[src/hdl/srb_pkg.sv]
// Shared types and constants of the segment reorder buffer.
// Used by the slot memory and the top level; depends on nothing.
package srb_pkg;

  // Field widths fixed by the segment descriptor format.
  localparam int SEQ_W = 31;
  localparam int LEN_W = 11;
  localparam int TAG_W = 16;
  localparam int KIND_W = 2;

  // Result kind codes.
  localparam logic [KIND_W-1:0] KIND_RELEASE = 2'd0;
  localparam logic [KIND_W-1:0] KIND_ACK = 2'd1;
  localparam logic [KIND_W-1:0] KIND_EOS = 2'd2;

  // One held segment descriptor as stored in a slot.
  typedef struct packed {
    logic [SEQ_W-1:0] seq;
    logic [LEN_W-1:0] len;
    logic [TAG_W-1:0] tag;
  } slot_t;

endpackage

[src/hdl/segment_reorder_buffer.sv]
// Segment reorder buffer: holds out-of-order segment descriptors in a slot memory
// and releases them in sequence order. An end-of-stream or out-of-window segment
// gives its result in the next cycle; one inside the window, held or refused for
// an occupied slot, gives it only after the slot index step. Each in-order
// release passes a slot read, then a match check; busy stays high until the last
// result. The receiver cannot stall. Synchronous reset clears the control state.
module segment_reorder_buffer #(
  parameter int WINDOW_SLOTS = 16,
  parameter int SEGMENT_BYTES = 1024
) (
  input  logic                        clk,
  input  logic                        rst,
  input  logic                        start,
  input  logic [srb_pkg::SEQ_W-1:0]   seq_number,
  input  logic [srb_pkg::LEN_W-1:0]   payload_length,
  input  logic [srb_pkg::TAG_W-1:0]   payload_tag,
  output logic                        busy,
  output logic                        strobe,
  output logic [srb_pkg::KIND_W-1:0]  result_kind,
  output logic [srb_pkg::TAG_W-1:0]   released_tag,
  output logic [srb_pkg::SEQ_W-1:0]   released_seq,
  output logic [srb_pkg::LEN_W-1:0]   released_length,
  output logic [srb_pkg::SEQ_W-1:0]   ack_number,
  output logic                        last_of_run
);

  localparam int LIMIT = WINDOW_SLOTS * SEGMENT_BYTES;
  localparam int REM_W = $clog2(LIMIT);
  localparam int IDX_W = $clog2(WINDOW_SLOTS);

  typedef enum logic [3:0] {
    ST_IDLE  = 4'b0001,
    ST_DIV   = 4'b0010,
    ST_READ  = 4'b0100,
    ST_CHECK = 4'b1000
  } state_t;

  state_t                      state;
  logic [srb_pkg::SEQ_W-1:0]   expected_seq;
  logic [IDX_W-1:0]            window_head;
  logic [WINDOW_SLOTS-1:0]     slot_valid;
  logic [IDX_W-1:0]            drains;
  srb_pkg::slot_t              in_item;
  srb_pkg::slot_t              pend;
  srb_pkg::slot_t              rd_data;

  logic                        accept;
  logic [srb_pkg::SEQ_W-1:0]   seq_dist;
  logic                        in_window;
  logic                        div_start;
  logic                        div_done;
  logic [IDX_W-1:0]            quotient;
  logic [IDX_W:0]              slot_sum;
  logic [IDX_W-1:0]            hold_addr;
  logic                        wr_en;
  logic [IDX_W-1:0]            head_next;
  logic                        match;

  // Transfer of a new descriptor and its distance from the window base.
  assign busy = (state != ST_IDLE);
  assign accept = start && !busy;
  assign seq_dist = seq_number - expected_seq;
  assign in_window = (seq_dist < srb_pkg::SEQ_W'(LIMIT));
  assign div_start = accept && (payload_length != '0) && (seq_number != expected_seq)
                     && in_window;

  // Ring position of the held segment's slot.
  assign slot_sum = {1'b0, window_head} + {1'b0, quotient};
  always_comb begin
    if (slot_sum >= (IDX_W + 1)'(WINDOW_SLOTS)) begin
      hold_addr = IDX_W'(slot_sum - (IDX_W + 1)'(WINDOW_SLOTS));
    end else begin
      hold_addr = slot_sum[IDX_W-1:0];
    end
  end
  assign wr_en = (state == ST_DIV) && div_done && !slot_valid[hold_addr];

  // Window head advance, wrapping at the slot count.
  assign head_next = (window_head == IDX_W'(WINDOW_SLOTS - 1)) ? '0
                     : window_head + IDX_W'(1);

  // A valid base slot at the expected sequence continues the run, up to a cap.
  assign match = slot_valid[window_head] && (rd_data.seq == expected_seq)
                 && (drains != IDX_W'(WINDOW_SLOTS - 1));

  srb_idx_div #(
    .WINDOW_SLOTS (WINDOW_SLOTS),
    .SEGMENT_BYTES(SEGMENT_BYTES)
  ) u_div (
    .clk     (clk),
    .rst     (rst),
    .start   (div_start),
    .dividend(seq_dist[REM_W-1:0]),
    .done    (div_done),
    .quotient(quotient)
  );

  srb_slot_mem #(
    .DEPTH(WINDOW_SLOTS),
    .AW   (IDX_W)
  ) u_mem (
    .clk    (clk),
    .wr_en  (wr_en),
    .wr_addr(hold_addr),
    .wr_data(in_item),
    .rd_addr(window_head),
    .rd_data(rd_data)
  );

  // Sequencer: window state, valid bits and the result strobe.
  always_ff @(posedge clk) begin
    if (rst) begin
      state <= ST_IDLE;
      expected_seq <= '0;
      window_head <= '0;
      slot_valid <= '0;
      drains <= '0;
      strobe <= 1'b0;
    end else begin
      strobe <= 1'b0;
      unique case (state)
        ST_IDLE: begin
          if (accept) begin
            if (payload_length == '0) begin
              strobe <= 1'b1;
            end else if (seq_number == expected_seq) begin
              expected_seq <= expected_seq + srb_pkg::SEQ_W'(payload_length);
              slot_valid[window_head] <= 1'b0;
              window_head <= head_next;
              drains <= '0;
              state <= ST_READ;
            end else if (in_window) begin
              state <= ST_DIV;
            end else begin
              strobe <= 1'b1;
            end
          end
        end
        ST_DIV: begin
          if (div_done) begin
            if (!slot_valid[hold_addr]) begin
              slot_valid[hold_addr] <= 1'b1;
            end
            strobe <= 1'b1;
            state <= ST_IDLE;
          end
        end
        ST_READ: begin
          state <= ST_CHECK;
        end
        ST_CHECK: begin
          strobe <= 1'b1;
          if (match) begin
            expected_seq <= expected_seq + srb_pkg::SEQ_W'(rd_data.len);
            slot_valid[window_head] <= 1'b0;
            window_head <= head_next;
            drains <= drains + IDX_W'(1);
            state <= ST_READ;
          end else begin
            state <= ST_IDLE;
          end
        end
        default: begin
          state <= ST_IDLE;
        end
      endcase
    end
  end

  // Input capture and the pending release that waits for its last flag.
  always_ff @(posedge clk) begin
    if (accept) begin
      in_item.seq <= seq_number;
      in_item.len <= payload_length;
      in_item.tag <= payload_tag;
      pend.seq <= seq_number;
      pend.len <= payload_length;
      pend.tag <= payload_tag;
    end else if ((state == ST_CHECK) && match) begin
      pend <= rd_data;
    end
  end

  // Result payload registers.
  always_ff @(posedge clk) begin
    priority if ((state == ST_CHECK)) begin
      result_kind <= srb_pkg::KIND_RELEASE;
      released_tag <= pend.tag;
      released_seq <= pend.seq;
      released_length <= pend.len;
      ack_number <= match ? '0 : expected_seq;
      last_of_run <= !match;
    end else if (accept && (payload_length == '0)) begin
      result_kind <= srb_pkg::KIND_EOS;
      released_tag <= '0;
      released_seq <= '0;
      released_length <= '0;
      ack_number <= expected_seq;
      last_of_run <= 1'b1;
    end else begin
      result_kind <= srb_pkg::KIND_ACK;
      released_tag <= '0;
      released_seq <= '0;
      released_length <= '0;
      ack_number <= expected_seq;
      last_of_run <= 1'b1;
    end
  end

endmodule

[src/hdl/srb_slot_mem.sv]
// Slot memory of the segment reorder buffer: one descriptor per window slot.
// Synchronous write, registered read. Depends on srb_pkg.
module srb_slot_mem #(
  parameter int DEPTH = 16,
  parameter int AW = 4
) (
  input  logic            clk,
  input  logic            wr_en,
  input  logic [AW-1:0]   wr_addr,
  input  srb_pkg::slot_t  wr_data,
  input  logic [AW-1:0]   rd_addr,
  output srb_pkg::slot_t  rd_data
);

  srb_pkg::slot_t mem [DEPTH];

  // Write port.
  always_ff @(posedge clk) begin
    if (wr_en) begin
      mem[wr_addr] <= wr_data;
    end
  end

  // Registered read port.
  always_ff @(posedge clk) begin
    rd_data <= mem[rd_addr];
  end

endmodule

[src/hdl/srb_idx_div.sv]
// Slot index unit: distance divided by the segment size, found by comparing the
// distance with every slot boundary at once and registered. Depends on no package.
module srb_idx_div #(
  parameter int WINDOW_SLOTS = 16,
  parameter int SEGMENT_BYTES = 1024
) (
  input  logic                            clk,
  input  logic                            rst,
  input  logic                            start,
  input  logic [$clog2(WINDOW_SLOTS*SEGMENT_BYTES)-1:0] dividend,
  output logic                            done,
  output logic [$clog2(WINDOW_SLOTS)-1:0] quotient
);

  localparam int LIMIT = WINDOW_SLOTS * SEGMENT_BYTES;
  localparam int REM_W = $clog2(LIMIT);
  localparam int IDX_W = $clog2(WINDOW_SLOTS);

  logic [IDX_W-1:0] q_next;

  // The quotient is the highest slot whose first byte lies at or below the distance.
  always_comb begin
    q_next = '0;
    for (int k = 1; k < WINDOW_SLOTS; k++) begin
      if (dividend >= REM_W'(k * SEGMENT_BYTES)) begin
        q_next = IDX_W'(k);
      end
    end
  end

  // Completion pulse in the cycle after the request.
  always_ff @(posedge clk) begin
    if (rst) begin
      done <= 1'b0;
    end else begin
      done <= start;
    end
  end

  // Quotient register, loaded on a request.
  always_ff @(posedge clk) begin
    if (start) begin
      quotient <= q_next;
    end
  end

endmodule

[config.mk]
export PLATFORM = sky130hd
export DESIGN_NAME = segment_reorder_buffer
export DESIGN_NICKNAME = d
export VERILOG_FILES = /design/src/hdl/srb_pkg.sv /design/src/hdl/segment_reorder_buffer.sv /design/src/hdl/srb_slot_mem.sv /design/src/hdl/srb_idx_div.sv
export SDC_FILE = /design/constraint.sdc
export NUM_CORES = 1
export LEC_CHECK = 0
export BUFFER_PORTS_ARGS = -buffer_cell sky130_fd_sc_hd__buf_2
export CORE_MARGIN = 4
export CORE_UTILIZATION = 42
export CTS_CLUSTER_DIAMETER = 40
export DETAILED_ROUTE_END_ITERATION = 10
export GPL_TIMING_DRIVEN = 0
export SYNTH_ARGS = -nofsm -noshare
export SYNTH_HDL_FRONTEND = slang
export SYNTH_HIERARCHICAL = 1
export SYNTH_SLANG_ARGS = --single-unit
[constraint.sdc]
create_clock -name clk -period 6.4 [get_ports clk]
set_input_delay 0.32 -clock clk [delete_from_list [all_inputs] [get_ports clk]]
set_output_delay 0.32 -clock clk [all_outputs]
set_load 0.05 [all_outputs]
[Word-level counts from Yosys, hierarchy flattened]
Memory sizes are Yosys's and may differ from the RTL's. A register that Yosys moved wholly into a read port is not among the register bits.
Cells that the tools add are included.
Operators by class
  $add $sub $neg: 7
  magnitude comparators: 21
  equality and inequality tests: 17
  muxes and demuxes: 66
  bitwise gates (word level): 3
  reduce and logical (&&, ||, !) cells: 26
Operators by type and width (count)
  31-bit two-way mux: 6
  58-bit two-way mux: 2
  14-bit >= comparator (second input constant): 8
  16-bit two-way mux: 6
  31-bit by 11-bit adder with 31-bit output: 2
  31-bit == test: 2
  31-bit case mux with 2 select lines: 1
  4-bit two-way mux: 15
  14-bit by 13-bit >= comparator with 1-bit output (second input constant): 4
  16-bit case mux with 3 select lines: 1
  31-bit by 15-bit less-than comparator with 1-bit output (second input constant): 1
  31-bit != test: 1
  31-bit subtractor: 1
  14-bit by 12-bit >= comparator with 1-bit output (second input constant): 2
  3-bit two-way mux: 9
  16-bit AND: 1
  16-bit inverter: 1
  16-bit OR: 1
  4-bit case mux with 2 select lines: 2
  4-bit case mux with 4 select lines: 1
  14-bit by 11-bit >= comparator with 1-bit output (second input constant): 1
  1-bit two-way mux: 13
  1-bit logical AND: 12
  11-bit zero test: 1
  29 further kinds: 46
Storage, ports and cells
  flip-flop bits (word level): 273
  bits in writable memories: 928
  input port bits: 61
  output and inout bits: 94
  word-level logic and storage cells: 164
  memories kept: 1
Memories
  u_mem.mem: depth 16, bits a word 58, rd ports 1, clocked after Yosys merged registers in 1, wr ports 1, line srb_slot_mem.sv:15  | srb_pkg::slot_t mem [DEPTH];

[Logic depth before layout (Yosys ltp)]
  depth in word-level cells: 16
  mapped depth: 15
  gate-level depth less buffers: 14

[Hierarchy]
The synthesis kept the hierarchy.
By module, submodules not included
  srb_slot_mem: times used 1, cells an instance 1496, area an instance 35895.7 um2, sequential area each 29027.8 um2
  segment_reorder_buffer: times used 1, cells an instance 1328, area an instance 12822.3 um2, sequential area each 6526.3 um2
  srb_idx_div: times used 1, cells an instance 10, area an instance 168.9 um2, sequential area each 140.1 um2

[Worst setup path before layout]
Ideal clock, no wire load.
  path type: reg-to-reg
  from: register window_head[0]
  to: memory u_mem/mem[0][0] (netlist name) (enable)
  library setup time: 545 ps
  data arrival time: 6501 ps
  data required time: 5855 ps
  path slack: -647 ps
  cell stages (with the launch flop): 9
  path buffers: 0
  clock period less this slack: 7047 ps
  cells stage by stage: dfxtp_1 ha_1 fa_1 mux4_2 mux2i_1 mux2i_1 nor2_1 or3b_2 nor3_1
Between the ends
  word-level cells in the longest chain between the ends: 9
  elaborated cells between the ends (all ways): 10
  those cells by class: add/sub (2); order compare (1); mux (5); reduce/logical (2)
RTL lines
  start: declaration: line segment_reorder_buffer.sv:40  | logic [IDX_W-1:0] window_head;
  start signal: assignment: line segment_reorder_buffer.sv:129  | window_head <= head_next;
  start signal: assignment: line segment_reorder_buffer.sv:156  | window_head <= head_next;
  4-bit by 4-bit adder with 5-bit output *: line segment_reorder_buffer.sv:68  | assign slot_sum = {1'b0, window_head} + {1'b0, quotient};
  4-bit by 1-bit subtractor with 4-bit output / 5-bit >= comparator (equally long branches): line segment_reorder_buffer.sv:71, segment_reorder_buffer.sv:70
  4-bit two-way mux *: line segment_reorder_buffer.sv:70  | if (slot_sum >= (IDX_W + 1)'(WINDOW_SLOTS)) begin
  via hold_addr[1]: line segment_reorder_buffer.sv:54  | logic [IDX_W-1:0] hold_addr;
  1-bit binary-select mux with 4-bit select *: line segment_reorder_buffer.sv:76  | assign wr_en = (state == ST_DIV) && div_done && !slot_valid[hold_addr];
  1-bit two-way mux (implied by the code) *: line segment_reorder_buffer.sv:76
  1-bit zero test *
  1-bit logical AND *: line segment_reorder_buffer.sv:76
  via wr_en: line segment_reorder_buffer.sv:55  | logic wr_en;
  1-bit two-way mux *: line srb_slot_mem.sv:19  | if (wr_en) begin
  1-bit two-way mux (implied by the code) *: line srb_slot_mem.sv:20  | mem[wr_addr] <= wr_data;
  end: declaration: line srb_slot_mem.sv:15
The timed path passes the listed nets; every way through them passes the cells marked *. The select of a mux whose other input is x is not followed.

[Worst setup path after layout]
  from: register state[0]
  to: register expected_seq[15] (netlist name)
Between the ends
  word-level cells in the longest chain between the ends: 5
  elaborated cells between the ends (all ways): 12
  those cells by class: eq/ne (7); mux (1); reduce/logical (4)
RTL lines
  start: declaration: line segment_reorder_buffer.sv:38  | state_t state;
  start signal: assignment: line segment_reorder_buffer.sv:113  | state <= ST_IDLE;
  start signal: assignment: line segment_reorder_buffer.sv:131  | state <= ST_READ;
  start signal: assignment: line segment_reorder_buffer.sv:133  | state <= ST_DIV;
  4-bit by 1-bit != test with 1-bit output: line segment_reorder_buffer.sv:60  | assign busy = (state != ST_IDLE);
  1-bit zero test: line segment_reorder_buffer.sv:61  | assign accept = start && !busy;
  1-bit logical AND: line segment_reorder_buffer.sv:61
  2-bit != test (no source line)
  5-bit AND reduction (no source line)
  end signal: assignment: line segment_reorder_buffer.sv:127  | expected_seq <= expected_seq + srb_pkg::SEQ_W'(payload_length);
  end signal: assignment: line segment_reorder_buffer.sv:154  | expected_seq <= expected_seq + srb_pkg::SEQ_W'(rd_data.len);
  end: declaration: line segment_reorder_buffer.sv:39  | logic [srb_pkg::SEQ_W-1:0] expected_seq;
Parallel ways exist; a longest one is shown, timed or not.
A chain may end at the register's enable or synchronous reset.

==> summary.md <==
| Metric | Value |
|---|---|
| Status | `finished clean` |
| Total number of placement rows | `124` |
| Largest vdd supply drop | `0.000261 V` |
| Core utilization of the finished layout | `0.508` |
| Total gr overflow | `0` |
| Number of I/O port buffers | `between 150 and 200` |
| Vias per inst | `5.66` |
| Source-to-sink clock delay at the later pin of the worst-skew pair | `0.75 ns` |
| Detailed Routing Iterations Pass 1 | `5` |
| Number of gates given a new drive strength after cts | `0` |
| Worst slew pin tran | `1.31 ns` |
| DIE HEIGHT | `roughly 350 µm` |
| Critical path data arrival time | `5.85 ns` |
| Power share of the combinational group | `0.019` |
| Residual antenna-violating net count after detailed routing | `0` |
| Footprint of the multi-input gates | `0.0123 mm²` |
| Initial antenna violation count | `3` |
| Final hold vios | `0` |
| Final cell count without fillers | `between 4000 and 5000` |
| Via count of the first global-routing pass | `about 28000` |
| Global router's overall resource usage | `0.225` |
| CP cell instances | `nor2_1 > nand3b_1 > buf_1 > mux2_2 > ha_1 > a21o_1 > a21o_1 > a2111oi_0 > o31ai_1 > o41ai_1 > nor2b_1 > buf_2 > nand2_1 > xnor2_1 > nor2_1` |
| Clock sink count | `1259` |
| Min-Delay Path Class | `in -> reg` |
| Hold path endpoint | `in_item[14]$_DFFE_PP_` |
| Final slew viol count | `0` |
| HPWL after detailed placement | `93000 µm` |
| Portion of the clock cycle consumed by the worst path in the final layout | `0.822` |
| TritonCTS clock tree | `done` |
| Share of final-layout standard cells stronger than drive strength 1 | `0.237` |
| DR vias | `~28000` |
| Core Region | `0.115 mm²` |
| Max-cap violation count | `0` |
| Origin of the critical flop-to-flop path | `state[0]$_SDFFE_PP1P_` |
| Post-route total power | `17.8 mW` |
| RSZ-0062 raised after global routing | `no` |
| Clock Tree Root | `sky130_fd_sc_hd__clkbuf_16` |
| Areal power density over the cells | `305 mW/mm²` |
| Kind of launch point of the worst setup path | `flip-flop` |
| Peak Freq | `between 150 and 200 MHz` |
| Setup TNS after final layout | `0 ns` |
| Switching component of the power | `3.75 mW` |
| Final wirelength | `137000 µm` |
| Worst setup path class | `reg -> reg` |
| Syn Inst Count | `2817` |
| Total of fill cells in the finished design | `around 9300` |
| Worst setup slack after placement | `1.25 ns` |
| Proportion of total power due to net switching | `0.211` |
| Area of placed instances | `0.0527 mm²` |
| WL/cell | `28.0 µm` |
| Seq. cell area | `0.0357 mm²` |
| Sequential Power Share | `0.506` |
| Global-route wire length before repair | `198000 µm` |
| Post-CTS clock slew at the launch and capture registers of the worst setup and hold paths | `around 0.060 ns` |
| Cell count of the worst reg-to-reg path | `15` |
| Pleak | `19.6 nW` |
| Horiz. Die Dim | `349 µm` |
| Clock share of power | `0.475` |
| Post-CTS Hold Fix Bufs | `59` |
| DRC viols | `0` |
| Final setup slack of the worst path | `1.14 ns` |
| Final Wtd Congestion | `between 0.8 and 0.9` |
| Average cell area after synthesis | `17.3 µm²` |
| Slowest cell on crit path | `sky130_fd_sc_hd__o41ai_1` |
| Post-CTS Setup Bufs | `0` |
| Post-layout instance area | `0.0584 mm²` |
| Area Growth Syn to Fin | `19.6%` |
| Synthesis warning total | `6` |
| Hold Startpoint | `payload_tag[14]` |
| H-Tree Depth | `4` |
| Post-Syn Area | `0.0488 mm²` |
| Nets in the synthesized netlist | `roughly 3000` |
| Worst max-slew margin expressed relative to the limit | `0.122` |
| Final critical path time including I/O delays and setup | `5.26 ns` |
| Final net count | `between 3000 and 4000` |
| First DRT Iteration DRCs | `2815` |
| Endpoint required time on the critical path | `approximately 7.0 ns` |
| Crit end category | `flip-flop` |
| Die area | `0.122 mm²` |
| Setup slack, reg-to-reg | `around 1.1 ns` |
| Crit-path max cell delay | `about 1.0 ns` |
| Max FO, Critical Path | `10` |
| Terminus of the critical flop-to-flop path | `expected_seq[15]$_SDFFE_PP0P_` |
| Finish-stage setup viols | `0` |
| Internal power component | `roughly 14 mW` |
| Effective utilization at floorplan | `0.425` |
| Pin count of the biggest net entering global routing | `38` |
| Cell Count Post-Placement | `4549` |
| Number of buffers created by CTS | `about 150` |
| Worst setup skew after layout | `0.0300 ns` |
| Final-layout worst hold slack | `0.321 ns` |
| Number of buffers on the longest clock path | `3` |
| Depth of the worst hold-timing path | `2` |
| I/O pins | `155` |
-- power by group through the flow --
stage               logic, mW  registers (mW)  clock network (mW)
floorplan               0.155            9.14                   0
global placement        0.307            9.17                   0
detailed placement      0.308            9.17                   0
CTS                     0.340            9.00                8.62
global route            0.367            9.01                8.98
finish                  0.341            9.00                8.45
-- sequential cells by signal, summed over array words and instances (netlist names) --
register / cells
released_seq: 31
u_div/done: 1
window_head: 4
u_div/quotient: 4
released_tag: 16
strobe: 1
released_length: 11
result_kind: 2
in_item: 58
drains: 4
u_mem/mem: 928
u_mem/rd_data: 58
expected_seq: 31
pend: 58
last_of_run: 1
ack_number: 31
slot_valid: 16
state: 4
-- cells in the final DEF, fill, tap and decap left out, drive strengths merged, types with 9 or more instances in the layout --
cell type	instances
nor3	27
and2	94
a22oi	118
a21oi	66
inv	81
dlygate4sd3	59
nand4	34
dfxtp	211
and3	10
xor2	11
ha	49
nor4	15
nand3	32
nor2b	9
clkinvlp	18
mux4	241
xnor2	62
buf	284
a21o	9
nand2b	10
clkbuf	260
clkinv	34
edfxtp	1048
bufinv	10
o21ai	47
mux2	11
nand2	301
nor2	112
-- worst max-delay path: cells and delay by family, from the launching register on --
kind | cells | cell delay [ns]
AO/OA/AOI/OAI | 5 | 2.21
flip-flops | 1 | 0.42
adder cells (fa/ha/maj) | 1 | 0.30
XOR/XNOR | 1 | 0.12
AND/OR/NAND/NOR | 5 | 0.70
buffers and inverters | 2 | 0.83
multiplexers | 1 | 0.51
-- worst max-delay path by stage --
stage                                 from                             to  cells past startpoint
2_1_floorplan  window_head[0]$_SDFFE_PP0P_     u_mem/mem[12][0]$_DFFE_PP_                      8
3_3_place_gp   window_head[2]$_SDFFE_PP0P_      u_mem/mem[8][2]$_DFFE_PP_                      7
3_5_place_dp         state[0]$_SDFFE_PP1P_  expected_seq[13]$_SDFFE_PP0P_                     15
4_1_cts              state[0]$_SDFFE_PP1P_  expected_seq[13]$_SDFFE_PP0P_                     15
5_1_grt              state[0]$_SDFFE_PP1P_  expected_seq[25]$_SDFFE_PP0P_                     15
6_report             state[0]$_SDFFE_PP1P_  expected_seq[15]$_SDFFE_PP0P_                     15
-- per-layer routing --
metal,track usage,share of wire,vias up
met3,0.0382,0.064,194
li1,-,-,11900
met5,0,0.000095,-
met1,0.299,0.41,14500
met2,0.383,0.50,1027
met4,0.0668,0.026,2
-- area by class of cell --
cell class | count | share of cell area
Antenna cell | 1 | 0.0000429
Buffer | 137 | 0.0115
Clock buffer | 187 | 0.0697
Clock inverter | 92 | 0.0161
Inverter | 51 | 0.00328
Multi-Input combinational cell | 1370 | 0.212
Sequential cell | 1259 | 0.612
Tap cell | 1512 | 0.0324
Timing Repair Buffer | 279 | 0.0437
Note: power is estimated with default switching activity, not from simulation.
